File: config.mk
export PLATFORM = sky130hd
export DESIGN_NAME = pcfd_mul
export DESIGN_NICKNAME = d
export VERILOG_FILES = /design/src/design/pcfd_pkg.sv /design/src/design/pcfd_mul.sv
export SDC_FILE = /design/constraint.sdc
export NUM_CORES = 2
export LEC_CHECK = 0
export BUFFER_PORTS_ARGS = -buffer_cell sky130_fd_sc_hd__buf_4
export CAP_MARGIN = 20
export CORE_UTILIZATION = 60
export DETAILED_ROUTE_END_ITERATION = 16
export PLACE_DENSITY = 0.87
export RECOVER_POWER = 50
export SLEW_MARGIN = 25
export SYNTH_ARGS = -nofsm -noshare
export SYNTH_HDL_FRONTEND = slang
export SYNTH_SLANG_ARGS = --single-unit
File: constraint.sdc
create_clock -name clk -period 11.95 [get_ports clk]
set_input_delay 0 -clock clk [delete_from_list [all_inputs] [get_ports clk]]
set_output_delay 0 -clock clk [all_outputs]
set_load 0.02 [all_outputs]
File: src/design/pcfd_pkg.sv
package pcfd_pkg;

    // Register indexes of the configuration port.
    localparam logic [2:0] REG_KP      = 3'd0;
    localparam logic [2:0] REG_KI      = 3'd1;
    localparam logic [2:0] REG_KD      = 3'd2;
    localparam logic [2:0] REG_TAU     = 3'd3;
    localparam logic [2:0] REG_LO_LIM  = 3'd4;
    localparam logic [2:0] REG_HI_LIM  = 3'd5;
    localparam logic [2:0] REG_INT_EN  = 3'd6;

    localparam int MUL_W  = 34;
    localparam int PROD_W = 68;
    localparam int WIDE_W = 52;
    localparam int DIV_W  = 33;

    typedef logic signed [31:0]     q_t;
    typedef logic signed [WIDE_W-1:0] wide_t;

    typedef struct packed {
        logic start;
    } div_ctrl_t;

    typedef struct packed {
        logic busy;
        logic done;
    } div_stat_t;

    // Saturates a wide signed value to 32 bits.
    function automatic q_t sat_wide(input wide_t v);
        if (v[WIDE_W-1:31] == {(WIDE_W-31){v[WIDE_W-1]}})
            return v[31:0];
        else
            return v[WIDE_W-1] ? 32'sh8000_0000 : 32'sh7FFF_FFFF;
    endfunction

    // Round to nearest, ties toward plus infinity, dropping 16 fraction bits.
    function automatic wide_t rnd16(input logic signed [PROD_W-1:0] p);
        logic signed [PROD_W-1:0] s;
        s = p + 68'sd32768;
        return s[PROD_W-1:16];
    endfunction

endpackage

File: src/design/pcfd_mul.sv
module pcfd_mul
    import pcfd_pkg::*;
(
    input  logic                     clk,
    input  logic signed [MUL_W-1:0]  a,
    input  logic signed [MUL_W-1:0]  b,
    output logic signed [PROD_W-1:0] prod_reg
);

    // One registered signed multiplication per cycle.
    always_ff @(posedge clk)
    begin
        prod_reg <= a * b;
    end

endmodule

==> run metrics <==
Filler cells 5308; wire length of the first global-routing pass 185600 um; Synth Cell Area 43030 um2; worst hold endpoint prod_reg[0]; non-filler cells in the finished layout 5421; Nets 5990; Worst-Margin Slew between 2 and 2.5 ns; Setup crit end kind flop; Post-CTS Repair Setup Buffers 0; Post-DRT Antenna Nets 0; Max transition margin -0.4295; placed cells 5405; ys flop type dfxtp_1; min-delay src b[0]; Synth-to-Final Area Change 3.231%; TritonCTS clock tree built; die area 72790 um2; Seq/Total Area, Yosys 0.03164; initial antenna violation count 3; placer congestion estimate 0.9342; H-tree Lvls 3; GRT Total Usage 0.3297; max FFs per register around 70; Syn Inst Count between 4000 and 5000; DRC 0; Clock Tree Root clkbuf_16; post-cts gate resize count 0; Total Routed Length 112400 um; number of max-cap violations 1; diode count 0; Post-synth EDFFs 0; hold_ws 0.07095 ns; DRT iter0 DRCs 2749; largest net degree at the start of global routing 35; final slew viol count 35; Reg clk slew, reported paths 0.08 ns; final design utilization 0.6299; fin crit share 0.7074; # rows 97; final setup fails 0; violated checks max-capacitance violations, max-slew violations; drt pass-1 iters 6; vias post-DR about 31000; Num CTS Buffers 9; Core Region 70510 um2; YS warnings 0; status complete, but fails checks; drt wl/cell 20.74 um; Seq cells post-synth 68; final hold vios 0; cell taking the most area after synthesis fa_1; Remaining Overflow, GRT 0; Setup TNS 0 ns; Clock Sinks 68; Max clock buf depth 2; Period minus WS final 8.454 ns; Synth Net Count about 6100; port bufs 136; top-area cell type share of the netlist area 0.5774; RSZ-0062 raised after global routing no; Hold Path Depth 2; Post-synth top cells fa_1, inv_1, and2_1, nand2_1, clkbuf_1; layout cells sized above 1 0.02723; Ports between 100 and 150; number of global-route vias before repair between 30000 and 40000; # hold bufs at CTS 0; Worst Setup Path Type input pin to flop; Distinct cells, synth 69; min-delay worst type input pin to flop; DPL Wire Length between 80000 and 90000 um; worst endpoint data arrival time 8.75 ns; Vias per Instance 5.688; startpoint types input pin; Worst Path Required 12.25 ns; most frequent cell after synthesis fa_1; ys async rst share 0; Syn Area/Cell roughly 9.4 um2; Die Width 269.8 um; top cells by area, synth fa_1, inv_1, and2_1, ha_1, nand2_1; Die H around 270 um; Fmax achieved 118.3 MHz; initial core utilization 0.6102; Worst Path Max Fanout 34
-- per-layer routing --
metal / global-route usage / routed length [um]
met1: 0.4163 / 39790
met2: 0.5456 / 54670
met3: 0.06766 / 11940
met4: 0.1585 / 6033
met5: 0 / 0
-- cell type report --
type	count	area, um2	area share
inverter	1232	4624	0.1041
tap	940	1176	0.02648
sequential	68	1361	0.03065
multi-input combinational	3026	36140	0.8137
clock inverter	4	53.80	0.001211
clock buffer	12	266.5	0.006000
timing repair buffer	139	792.0	0.01783
-- logic make-up after synthesis --
family | Yosys count | synth area share
DFF | 68 | 0.03164
AOI/OAI and AO/OA | 206 | 0.03347
adders and majority gates | 1445 | 0.6367
and+or+nand+nor | 1296 | 0.1537
buffers and inverters | 1460 | 0.1284
xor gates and xnor gates | 79 | 0.01608
-- cell usage in the layout (no fill, tap or decap), types with 23 or more instances in the layout --
cell,instances
a21o_1,37
xnor2_1,56
xor2_1,23
and2_1,620
inv_1,1230
clkbuf_1,67
a21oi_1,61
ha_1,204
nor2_1,54
dfxtp_1,68
buf_4,72
nand2_1,542
o21ai_0,31
fa_1,1240
-- metrics by stage --
step	cell area, um2	setup slack (ns)
floorplan	43030	4.460
CTS	44670	4.202
finish	44420	3.496
global placement	44350	3.965
global route	44420	3.372
detailed placement	44350	3.837
-- worst max-delay path, stage by stage --
cell	delay [ns]
clkbuf_1	1.49
nand2b_1	0.43
fa_1	0.49
fa_1	0.50
inv_1	0.05
fa_1	0.49
fa_1	0.43
fa_1	0.55
fa_1	0.45
fa_1	0.50
inv_1	0.05
fa_1	0.47
inv_1	0.04
ha_1	0.41
nand2_1	0.11
o21bai_1	0.19
a21oi_1	0.12
o21ai_2	0.35
a31oi_1	0.30
o41ai_1	0.61
a31oi_4	0.10
o31ai_4	0.37
a221oi_2	0.11
xnor2_1	0.13
-- worst max path at each step --
stage / startpoint / end / slack, ns
4_1_cts: a[33] / prod_reg[65] / 4.20
6_report: a[0] / prod_reg[66] / 3.50
3_3_place_gp: a[33] / prod_reg[66] / 3.97
5_1_grt: a[0] / prod_reg[62] / 3.37
2_1_floorplan: a[33] / prod_reg[65] / 4.46
3_5_place_dp: a[33] / prod_reg[65] / 3.84
Power is left out: the tool's default activity adds up to more than one toggle a clock period on the data nets, which glitch-free logic cannot reach.
