**config.mk**
```make
export PLATFORM = sky130hd
export DESIGN_NAME = pcfd_div
export DESIGN_NICKNAME = d
export VERILOG_FILES = /design/src/design/pcfd_pkg.sv /design/src/design/pcfd_div.sv
export SDC_FILE = /design/constraint.sdc
export NUM_CORES = 1
export LEC_CHECK = 0
export ABC_CLOCK_PERIOD_IN_PS = 4800
export BUFFER_PORTS_ARGS = -buffer_cell sky130_fd_sc_hd__clkbuf_2
export CORE_MARGIN = 5
export CORE_UTILIZATION = 55
export CTS_BUF_LIST = sky130_fd_sc_hd__clkbuf_2 sky130_fd_sc_hd__clkbuf_4 sky130_fd_sc_hd__clkbuf_8
export DETAILED_ROUTE_END_ITERATION = 16
export GPL_TIMING_DRIVEN = 0
export PLACE_DENSITY = 0.84
export SLEW_MARGIN = 20
export SYNTH_ARGS = -nofsm -noshare
export SYNTH_HDL_FRONTEND = slang
export SYNTH_SLANG_ARGS = --single-unit
```
**constraint.sdc**
```tcl
create_clock -name clk -period 4.8 [get_ports clk]
set_clock_uncertainty 0.1 [all_clocks]
set_input_delay 0.24 -clock clk [delete_from_list [all_inputs] [get_ports clk]]
set_output_delay 0.24 -clock clk [all_outputs]
set_load 0.01 [all_outputs]
```
**src/design/pcfd_pkg.sv**
```systemverilog
package pcfd_pkg;

    // Register indexes of the configuration port.
    localparam logic [2:0] REG_KP      = 3'd0;
    localparam logic [2:0] REG_KI      = 3'd1;
    localparam logic [2:0] REG_KD      = 3'd2;
    localparam logic [2:0] REG_TAU     = 3'd3;
    localparam logic [2:0] REG_LO_LIM  = 3'd4;
    localparam logic [2:0] REG_HI_LIM  = 3'd5;
    localparam logic [2:0] REG_INT_EN  = 3'd6;

    localparam int MUL_W  = 34;
    localparam int PROD_W = 68;
    localparam int WIDE_W = 52;
    localparam int DIV_W  = 33;

    typedef logic signed [31:0]     q_t;
    typedef logic signed [WIDE_W-1:0] wide_t;

    typedef struct packed {
        logic start;
    } div_ctrl_t;

    typedef struct packed {
        logic busy;
        logic done;
    } div_stat_t;

    // Saturates a wide signed value to 32 bits.
    function automatic q_t sat_wide(input wide_t v);
        if (v[WIDE_W-1:31] == {(WIDE_W-31){v[WIDE_W-1]}})
            return v[31:0];
        else
            return v[WIDE_W-1] ? 32'sh8000_0000 : 32'sh7FFF_FFFF;
    endfunction

    // Round to nearest, ties toward plus infinity, dropping 16 fraction bits.
    function automatic wide_t rnd16(input logic signed [PROD_W-1:0] p);
        logic signed [PROD_W-1:0] s;
        s = p + 68'sd32768;
        return s[PROD_W-1:16];
    endfunction

endpackage

```
**src/design/pcfd_div.sv**
```systemverilog
module pcfd_div
    import pcfd_pkg::*;
(
    input  logic             clk,
    input  logic             rst_n,
    input  div_ctrl_t        ctrl,
    input  wide_t            num,
    input  logic [DIV_W-1:0] divisor,
    output div_stat_t        stat,
    output q_t               quot
);

    logic             busy_reg;
    logic             done_reg;
    logic             neg_reg;
    logic             ovf_reg;
    logic [DIV_W-1:0] rem_reg;
    logic [31:0]      low_reg;
    logic [31:0]      q_reg;
    logic [4:0]       cnt_reg;
    logic [DIV_W-1:0] dvs_reg;

    logic [WIDE_W-1:0] mag;
    logic [DIV_W:0]    trial;
    logic              fits;

    assign mag   = num[WIDE_W-1] ? WIDE_W'(-num) : WIDE_W'(num);
    assign trial = {rem_reg, low_reg[31]};
    assign fits  = trial >= {1'b0, dvs_reg};

    // Restoring division of |num| * 2^16 by the divisor, one quotient bit per cycle.
    always_ff @(posedge clk or negedge rst_n)
    begin
        if (!rst_n)
        begin
            busy_reg <= 1'b0;
            done_reg <= 1'b0;
        end
        else
        begin
            done_reg <= 1'b0;
            if (ctrl.start)
            begin
                busy_reg <= 1'b1;
            end
            else if (busy_reg && cnt_reg == 5'd0)
            begin
                busy_reg <= 1'b0;
                done_reg <= 1'b1;
            end
        end
    end

    always_ff @(posedge clk)
    begin
        if (ctrl.start)
        begin
            neg_reg <= num[WIDE_W-1];
            ovf_reg <= mag >= {3'b000, divisor, 16'h0000};
            rem_reg <= mag[DIV_W+15:16];
            low_reg <= {mag[15:0], 16'h0000};
            dvs_reg <= divisor;
            cnt_reg <= 5'd31;
            q_reg   <= '0;
        end
        else if (busy_reg)
        begin
            rem_reg <= fits ? DIV_W'(trial - {1'b0, dvs_reg}) : trial[DIV_W-1:0];
            low_reg <= {low_reg[30:0], 1'b0};
            q_reg   <= {q_reg[30:0], fits};
            cnt_reg <= cnt_reg - 5'd1;
        end
    end

    always_comb
    begin
        if (ovf_reg)
            quot = neg_reg ? 32'sh8000_0000 : 32'sh7FFF_FFFF;
        else if (neg_reg)
            quot = (q_reg > 32'h8000_0000) ? 32'sh8000_0000 : -$signed(q_reg);
        else
            quot = (q_reg > 32'h7FFF_FFFF) ? 32'sh7FFF_FFFF : $signed(q_reg);
    end

    assign stat.busy = busy_reg;
    assign stat.done = done_reg;

endmodule

```
==> results.yml, run 1 <==
cells_and_area:
  fin_area_sq_um: 11610
  final_nets: 1488
  drive_above_1_share: 0.1528
  syn_to_final_growth_pct: 16.64
  nFillCells: 1463
  n_antenna_cell: 0
clock_tree:
  path_clk_slew_ns: 0.08
  htreeDepth: 4
  numClockSinks: 123
  cts_setup_buffers: 0
  cts_tree: "done"
  cts_buffers: 17
  clock_latency_ns: 0.46
  cts_buffer_depth: 2
  cts-root-buf: "clkbuf_8"
floorplanning:
  coreArea_sq_um: 17900
  die_area_sq_um: 20890
  die_w_um: 144.6
  num_rows: 49
  ios: 122
  start_util: 0.5562
  die_y_um: 144.6
logic_synthesis:
  yosysWarnings: 0
  async_flop_share: 0.01626
  synth_edf_count: 84
  synth_top_flop_cell: "edfxtp_1"
  synth-seq-cells: 123
  yosysSeqAreaShare: 0.3327
  synth_cell_types: 82
  avgSynthCellArea_sq_um: 8.621
  postSynthCellCount: 1155
  syn-num-nets: 1314
  syn_area_sq_um: 9957
setup_path:
  cp.arrival_ns: 4.84
  r2r_cells: 11
  startpoint: "num[11]"
  start_kind: "primary input"
  r2r_start: "rem_reg[10]"
  r2r_end: "rem_reg[29]"
  crit_required_ns: 4.99
  regToRegSetupSlack_ns: 0.41
  crit_type: "primary input to flip-flop"
  endpoint_kind: "flip-flop"
  cp_max_fo: 7
status:
  status: "complete, no violations"
pwr:
  power_density_nw_per_um2: 440.8
  power_w: 0.005119
  p_leak_nw: 5.206
  irDropWorstVdd_mv: 0.2490
sta:
  fmax_mhz: 214.8
  fin_crit_sh: 0.9697
  setup_violations: 0
  max-slew-margin-rel: 0.2737
  finalWorstSetupSlack_ns: 0.1453
  tightest_slew_ns: 1.090
  min_period_ns: 4.655
  grt_setup_unrepaired: "false"
  finalHoldViolCount: 0
  report.final.slew_viol_count: 0
routing:
  antenna_left: 0
  drtIter0Drc: 1336
  drt_first_pass_iters: 7
  routed-via-count: 9691
  vias_per_cell: 6.169
  wire_per_inst_um: 18.39
  route.detailed.drc: 0
  wirelength_um: 28900
placement:
  post-place-ws_ns: -0.4725
  hpwl_um: 21510
  portBuffers: 118
  place_area_sq_um: 10850
  gp_congestion: 0.9312
global_route:
  grt_overflow: 0
  grt_pass1_vias: 9406
  grt_max_degree: 37
  grt_use_total: 0.2787
  antenna_found_initial: 0
  grt_pass1_wl_um: 46430
min_path:
  whs_endpoint: "low_reg[16]"
  hold_path_depth: 3
  holdCritStartpoint: "num[0]"
  hp-class: "primary input to flip-flop"
run:
  maxCapViolCount: 0
==> Yosys cell counts, types with 3 or more instances <==
cell type | number | share of area
o41ai_1 | 9 | 0.0079
and4_1 | 3 | 0.0026
or2_2 | 8 | 0.0050
buf_1 | 10 | 0.0038
and2_1 | 6 | 0.0038
nand2b_1 | 9 | 0.0057
edfxtp_1 | 84 | 0.25
nor2b_1 | 11 | 0.0069
mux2i_1 | 35 | 0.035
nor4_1 | 7 | 0.0044
o311ai_1 | 15 | 0.013
nand3_1 | 22 | 0.011
nor4_2 | 3 | 0.0038
o31ai_1 | 18 | 0.014
ha_1 | 70 | 0.088
xnor2_1 | 46 | 0.040
a21o_1 | 29 | 0.022
nor3_1 | 32 | 0.016
or4_1 | 15 | 0.011
a211oi_1 | 9 | 0.0068
inv_1 | 83 | 0.031
nor4b_1 | 3 | 0.0026
mux2_2 | 10 | 0.011
a211o_1 | 11 | 0.0097
and3_1 | 12 | 0.0075
xor2_1 | 27 | 0.024
clkbuf_1 | 39 | 0.015
nor2_1 | 111 | 0.042
buf_6 | 6 | 0.0068
or3_1 | 10 | 0.0063
o21ai_0 | 69 | 0.035
nand4_1 | 15 | 0.0094
a21oi_1 | 74 | 0.037
a2bb2oi_1 | 3 | 0.0026
nor3b_1 | 11 | 0.0083
o31a_1 | 6 | 0.0053
a21boi_0 | 3 | 0.0023
o21a_1 | 6 | 0.0045
a31oi_1 | 18 | 0.011
o22ai_1 | 4 | 0.0025
o211ai_1 | 11 | 0.0083
dfxtp_1 | 37 | 0.074
nand2_1 | 95 | 0.036
==> where the power goes <==
| part | leakage [nW] | internal (W) | total [W] | switching, W |
|---|---|---|---|---|
| sequential | 1.17 | 0.00138 | 0.00150 | 0.000115 |
| combinational | 3.84 | 0.00112 | 0.00272 | 0.00161 |
| clock | 0.192 | 0.000418 | 0.000898 | 0.000480 |
| total | 5.21 | 0.00292 | 0.00512 | 0.00220 |
==> per-stage QoR <==
stage	setup TNS (ns)	cells	hold WS, ns	util
after global placement	-0.4526	1502	-0.07387	0.6052
after CTS	0	1571	0.05271	0.6476
after detailed placement	-0.4725	1503	-0.07396	0.6063
after global routing	0	1571	0.1036	0.6487
after floorplan	0	1155	-0.1556	-
final	0	1571	0.07246	0.6487
==> metal layers <==
layer  track usage  routed length (um)  vias up  share of wire
li1              -                   -     4610              -
met1        0.3721               11790     4458           0.41
met2        0.4392               13320      533           0.46
met3       0.05622                2745       90          0.095
met4        0.1232                1039        0          0.036
met5             0                   0        -              0
==> area by class of cell <==
type | count | area, sq um | share of cell area
plain buffers | 61 | 295.3 | 0.02543
clock buffers | 17 | 234.0 | 0.02015
clock inverters | 15 | 138.9 | 0.01196
inverters | 83 | 311.5 | 0.02683
multi-input cells | 888 | 6063 | 0.5221
flip-flops and latches | 123 | 3313 | 0.2853
well taps | 229 | 286.5 | 0.02467
repair buffers | 155 | 970.9 | 0.08360
==> worst max-delay path, cell delays in order <==
cell	delay [ns]
clkbuf_1	0.16
or4_1	0.66
nor4_4	0.37
and3_1	0.23
nand3_1	0.22
o31ai_1	0.34
xnor2_1	0.18
ha_1	0.35
nand4_1	0.13
or2_2	0.37
or4_1	0.60
nor3_1	0.24
nand4_1	0.15
or4_1	0.49
o211ai_1	0.12
==> timing repair <==
action	CTS	global route
endpoints found under the hold margin	36	0
setup endpoints to repair	1	1
resized for setup	1	4
hold buffers	36	0
==> cell families after synthesis <==
logic type,count (synthesis),synth area share
flip-flops,123,0.3327
AO/OA/AOI/OAI,309,0.2053
multiplexers,45,0.04649
XOR/XNOR,73,0.06421
AND/OR/NAND/NOR,390,0.2003
buffers and inverters,144,0.06094
adder cells (fa/ha/maj),71,0.08997
==> cell usage in the layout (no fill, tap or decap), types with 12 or more instances in the layout <==
| master | n |
|---|---|
| nand3_1 | 22 |
| a21oi_1 | 74 |
| xnor2_1 | 46 |
| and3_1 | 12 |
| nand4_1 | 15 |
| inv_1 | 82 |
| nand2_1 | 95 |
| o31ai_1 | 18 |
| ha_1 | 70 |
| o311ai_1 | 15 |
| a31oi_1 | 18 |
| nor3_1 | 31 |
| or4_1 | 15 |
| mux2i_1 | 35 |
| dfxtp_1 | 37 |
| nor2_1 | 111 |
| o21ai_0 | 69 |
| clkbuf_8 | 17 |
| clkbuf_1 | 39 |
| xor2_1 | 27 |
| dlygate4sd3_1 | 36 |
| a21o_1 | 29 |
| clkbuf_2 | 118 |
| edfxtp_1 | 84 |
==> worst max-delay path by stage <==
stage / end / slack (ns)
after floorplan: ovf_reg / 0.55
after global placement: ovf_reg / -0.45
after detailed placement: ovf_reg / -0.47
after global routing: ovf_reg / 0.01
after CTS: ovf_reg / 0.07
final: ovf_reg / 0.15
No activity file was read; power rests on OpenSTA's default activity.
==> run 2, diff against run 1 <==
--- a/config.mk
+++ b/config.mk
@@ -7,7 +7,6 @@
 export LEC_CHECK = 0
 export ABC_CLOCK_PERIOD_IN_PS = 4800
 export BUFFER_PORTS_ARGS = -buffer_cell sky130_fd_sc_hd__clkbuf_2
-export CORE_MARGIN = 5
 export CORE_UTILIZATION = 55
 export CTS_BUF_LIST = sky130_fd_sc_hd__clkbuf_2 sky130_fd_sc_hd__clkbuf_4 sky130_fd_sc_hd__clkbuf_8
 export DETAILED_ROUTE_END_ITERATION = 16
==> run 2 against run 1 <==
First-iteration DRC count is 17% lower. Sequential share of layout area hardly changed. Wire length is 0.72% lower. Fmax is 0.42% higher. Cell area hardly changed. Register-to-register slack worse by 0.23 ns. Largest cell class unchanged. Largest power group unchanged. Highest routed layer unchanged.
==> results.yml, run 2 (synthesized netlist as in run 1, its figures left out) <==
status:
  status: "complete, no violations"
floorplanning:
  ios: 122
  num_rows: 48
  coreArea_sq_um: 17480
  die_area_sq_um: 18650
  die_y_um: 136.6
  die_w_um: 136.6
  start_util: 0.5697
cells_and_area:
  fin_area_sq_um: 11620
  final_nets: 1488
  n_antenna_cell: 0
  syn_to_final_growth_pct: 16.69
  nFillCells: 1379
  seq_area_sq_um: 3313
  multi_input_comb_area_sq_um: 6052
  drive_above_1_share: 0.1528
  final_cell_mix: "clkbuf_2 (120), nor2_1 (111), nand2_1 (95)"
  final_common_cell: "clkbuf_2"
setup_path:
  start_kind: "primary input"
  cp_max_fo: 5
  crit_type: "primary input to flip-flop"
  crit_required_ns: 4.90
  endpoint_kind: "flip-flop"
  cp.arrival_ns: 4.74
placement:
  portBuffers: 118
  gp_congestion: 0.9324
  hpwl_um: 21180
  place_area_sq_um: 10850
clock_tree:
  cts_tree: "done"
  htreeDepth: 4
  cts_buffers: 17
  cts_buffer_depth: 2
  path_clk_slew_ns: 0.08
  numClockSinks: 123
  clock_latency_ns: 0.47
  cts-root-buf: "clkbuf_8"
sta:
  fmax_mhz: 215.7
  report.final.slew_viol_count: 0
  grt_setup_unrepaired: "false"
  setup_violations: 0
  fin_crit_sh: 0.9656
  max-slew-margin-rel: 0.3060
  holdWs_ns: 0.04264
  tightest_slew_ns: 1.041
  finalHoldViolCount: 0
  min_period_ns: 4.635
pwr:
  p_leak_nw: 5.216
  irDropWorstVdd_mv: 0.2533
  power_density_nw_per_um2: 445.7
  power_w: 0.005178
routing:
  wirelength_um: 28690
  vias_per_cell: 6.211
  drtIter0Drc: 1109
  wire_per_inst_um: 18.31
  route.detailed.drc: 0
  drt_first_pass_iters: 7
  antenna_left: 0
  routed-via-count: 9732
global_route:
  grt_use_met3: 0.06778
  antenna_found_initial: 0
  busiest_layer: "met2"
  grt_use_total: 0.3165
  gr-usage-met1: 0.4116
  grt.met2_usage: 0.4918
  grt_pass1_vias: 9162
  grt_overflow: 0
  grt_max_degree: 37
  grt_pass1_wl_um: 45400
min_path:
  hp-class: "primary input to flip-flop"
run:
  maxCapViolCount: 0
## run 2: final timing paths
kind                             startpoint     endpoint  slack, ns  depth (start not counted)
worst max-delay path                num[19]      ovf_reg       0.16                         15
min in group asynchronous             rst_n     done_reg       0.51                          3
max in group asynchronous             rst_n     busy_reg       3.97                          3
worst min register to register   cnt_reg[4]     done_reg       0.37                          1
worst min-delay path                 num[0]  low_reg[16]       0.04                          3
worst max register to register  rem_reg[10]   rem_reg[5]       0.18                         11
## run 2: where the power goes
| part | internal [W] | switching [W] | total (W) | leakage, nW |
|---|---|---|---|---|
| logic | 0.00112 | 0.00162 | 0.00274 | 3.84 |
| clock network | 0.000427 | 0.000504 | 0.000932 | 0.200 |
| registers | 0.00138 | 0.000121 | 0.00151 | 1.17 |
| total | 0.00293 | 0.00225 | 0.00518 | 5.22 |
## run 2: timing repair
item                       CTS  global route
hold buffers                36             0
setup endpoints to repair    0             1
hold endpoints to repair    36             0
resized for setup            0             6
buffers inserted             0             0
## run 2: stage by stage
step / setup TNS (ns) / setup WS [ns] / util / std cells
after global placement: -0.3131 / -0.3131 / 0.6196 / 1498
after global routing: 0 / 0.03850 / 0.6648 / 1567
after floorplan: 0 / 0.5517 / - / 1155
final: 0 / 0.1649 / 0.6648 / 1567
after detailed placement: -0.3132 / -0.3132 / 0.6208 / 1499
after CTS: 0 / 0.1105 / 0.6638 / 1567
## run 2: layout make-up
cell class | instances | share of cell area
buffer | 61 | 0.02563
clock buffer | 17 | 0.02014
clock inverter | 15 | 0.01357
inverter | 83 | 0.02681
multi-input combinational | 888 | 0.5209
sequential | 123 | 0.2852
tap | 225 | 0.02423
timing repair buffer | 155 | 0.08357
## run 2: critical path, stage by stage
cell	delay, ns
clkbuf_2	0.11
or4_1	0.58
nor3_1	0.50
nand3_1	0.34
or2_2	0.40
o31ai_1	0.25
xnor2_1	0.24
ha_1	0.35
a21o_1	0.17
a21oi_1	0.24
o22ai_1	0.12
a2111oi_0	0.66
o22ai_1	0.16
a211oi_1	0.24
o211ai_1	0.14
## run 2: per-layer routing
metal	routed length, um	part of all wire
met1	11840	0.41
met2	12760	0.44
met3	2842	0.099
met4	1241	0.043
met5	0	0
==> run 3, diff against run 2 <==
--- a/config.mk
+++ b/config.mk
@@ -7,11 +7,14 @@
 export LEC_CHECK = 0
 export ABC_CLOCK_PERIOD_IN_PS = 4800
 export BUFFER_PORTS_ARGS = -buffer_cell sky130_fd_sc_hd__clkbuf_2
+export CORE_MARGIN = 2
 export CORE_UTILIZATION = 55
 export CTS_BUF_LIST = sky130_fd_sc_hd__clkbuf_2 sky130_fd_sc_hd__clkbuf_4 sky130_fd_sc_hd__clkbuf_8
 export DETAILED_ROUTE_END_ITERATION = 16
 export GPL_TIMING_DRIVEN = 0
+export HOLD_SLACK_MARGIN = 0.15
 export PLACE_DENSITY = 0.84
+export SETUP_SLACK_MARGIN = 0.1
 export SLEW_MARGIN = 20
 export SYNTH_ARGS = -nofsm -noshare
 export SYNTH_HDL_FRONTEND = slang
==> run 3 against run 2 <==
Via count increased by 1.7%. Power grew 1.5%. Wire length up 2.7%. Clock power is 9% higher. Sequential power about the same. Worst hold slack better by 0.13 ns. Sequential share of layout area shrank 0.37 points. First-iteration DRC count fell by 3.2%. Critical path type unchanged. Largest power group unchanged.
==> results.yml, run 3 (synthesized netlist as in run 1, its figures left out) <==
status:
  status: "complete, no violations"
setup_path:
  r2r_start: "rem_reg[10]"
  r2r_cells: 11
  r2r_end: "rem_reg[20]"
  crit_required_ns: 4.98
  cp.arrival_ns: 4.77
  regToRegSetupSlack_ns: 0.31
  start_kind: "primary input"
  endpoint_kind: "flip-flop"
  crit_type: "primary input to flip-flop"
  cp_max_fo: 7
clock_tree:
  numClockSinks: 123
  cts_buffer_depth: 2
  htreeDepth: 4
  cts_tree: "done"
  clock_latency_ns: 0.46
  cts-root-buf: "clkbuf_8"
  cts_buffers: 17
  path_clk_slew_ns: 0.08
routing:
  route.detailed.drc: 0
  antenna_left: 0
  routed-via-count: 9897
  drt_first_pass_iters: 7
  wirelength_um: 29450
  vias_per_cell: 6.268
  wire_per_inst_um: 18.65
  drtIter0Drc: 1074
run:
  maxCapViolCount: 0
min_path:
  hold_path_depth: 4
  hp-class: "primary input to flip-flop"
  whs_endpoint: "rem_reg[0]"
  holdCritStartpoint: "num[16]"
floorplanning:
  start_util: 0.5581
  num_rows: 49
  die_y_um: 138.6
  ios: 122
  die_w_um: 138.6
  coreArea_sq_um: 17840
  die_area_sq_um: 19200
global_route:
  grt_overflow: 0
  grt_use_total: 0.3000
  grt_pass1_vias: 9372
  grt_max_degree: 37
  antenna_found_initial: 0
  grt_pass1_wl_um: 46800
sta:
  fmax_mhz: 218.1
  holdWs_ns: 0.1750
  finalHoldViolCount: 0
  setup_violations: 0
  report.final.slew_viol_count: 0
  min_period_ns: 4.585
  tightest_slew_ns: 1.065
  finalWorstSetupSlack_ns: 0.2150
  fin_crit_sh: 0.9552
  max-slew-margin-rel: 0.2898
  grt_setup_unrepaired: "false"
pwr:
  power_density_nw_per_um2: 446.3
  p_leak_nw: 5.265
  irDropWorstVdd_mv: 0.2801
placement:
  post-place-cells: 1503
  hpwl_um: 21330
  post-place-ws_ns: -0.4596
  gp_congestion: 0.9511
  portBuffers: 118
cells_and_area:
  seq_area_sq_um: 3313
  final_cell_mix: "clkbuf_2 (118), nor2_1 (111), nand2_1 (95)"
  n_antenna_cell: 0
  final_nets: 1496
  final_common_cell: "clkbuf_2"
  multi_input_comb_area_sq_um: 6088
  syn_to_final_growth_pct: 18.23
  nFillCells: 1432
  drive_above_1_share: 0.1563
  fin_cells: 1579
==> run 3: changes by cell type in the layout (fill, tap and decap cells not counted), moves of 2 or more <==
cell | previous run | this run
bufinv_16 | 1 | 3
clkbuf_2 | 120 | 118
dlygate4sd3_1 | 36 | 42
clkbuf_1 | 37 | 39
clkinv_4 | 8 | 4
buf_4 | 2 | 4
clkinvlp_4 | 0 | 3
==> run 3: stage by stage <==
stage	total power [W]	TNS, ns	utilization	cell area [sq um]
6_report	0.005254	0	0.6599	11770
5_1_grt	0.005539	0	0.6599	11770
4_1_cts	0.005151	0	0.6566	11710
3_5_place_dp	0.004111	-0.4596	0.6088	10860
3_3_place_gp	0.004035	-0.5008	0.6073	10830
2_1_floorplan	0.003454	0	-	9957
==> run 3: timing repair <==
action | in CTS | in global routing
pin swaps | 0 | 3
hold buffers | 42 | 0
resized for setup | 2 | 8
hold endpoints to repair | 41 | 0
setup buffers | 0 | 2
endpoints found under the setup margin | 1 | 1
==> run 3: report_power, final <==
group | switching, W | internal [W]
sequential | 0.000115 | 0.00138
clock | 0.000493 | 0.000523
combinational | 0.00162 | 0.00112
total | 0.00223 | 0.00303
==> run 3: area by class of cell <==
| type | instances | area share |
|---|---|---|
| well taps | 229 | 0.02434 |
| multi-input cells | 888 | 0.5172 |
| clock inverters | 15 | 0.01615 |
| plain buffers | 61 | 0.02508 |
| inverters | 83 | 0.02646 |
| clock buffers | 17 | 0.01987 |
| flip-flops and latches | 123 | 0.2814 |
| repair buffers | 163 | 0.08949 |
==> run 3: metal layers <==
layer,wire length [um],track usage,vias up
li1,-,-,4630
met1,12150,0.3975,4597
met2,13210,0.4805,553
met5,0,0,-
met3,2693,0.04834,117
met4,1396,0.1482,0
==> run 3: worst max-delay path by stage <==
stage,end,depth (start not counted),slack (ns),startpoint
after detailed placement,ovf_reg,15,-0.46,num[31]
after global placement,ovf_reg,15,-0.50,num[31]
after floorplan,ovf_reg,15,0.55,num[11]
after global routing,ovf_reg,15,0.08,num[11]
final,ovf_reg,15,0.22,num[11]
after CTS,ovf_reg,15,0.11,num[11]
==> run 3: critical path, stage by stage <==
cell	delay, ns
clkbuf_1	0.17
or4_4	0.60
nor4_4	0.40
nand4_1	0.24
nand2b_2	0.29
o21a_1	0.21
xor2_1	0.18
ha_1	0.33
nand4_1	0.11
or2_2	0.37
or4_1	0.60
nor3_1	0.25
nand4_1	0.14
or4_1	0.49
o211ai_1	0.13
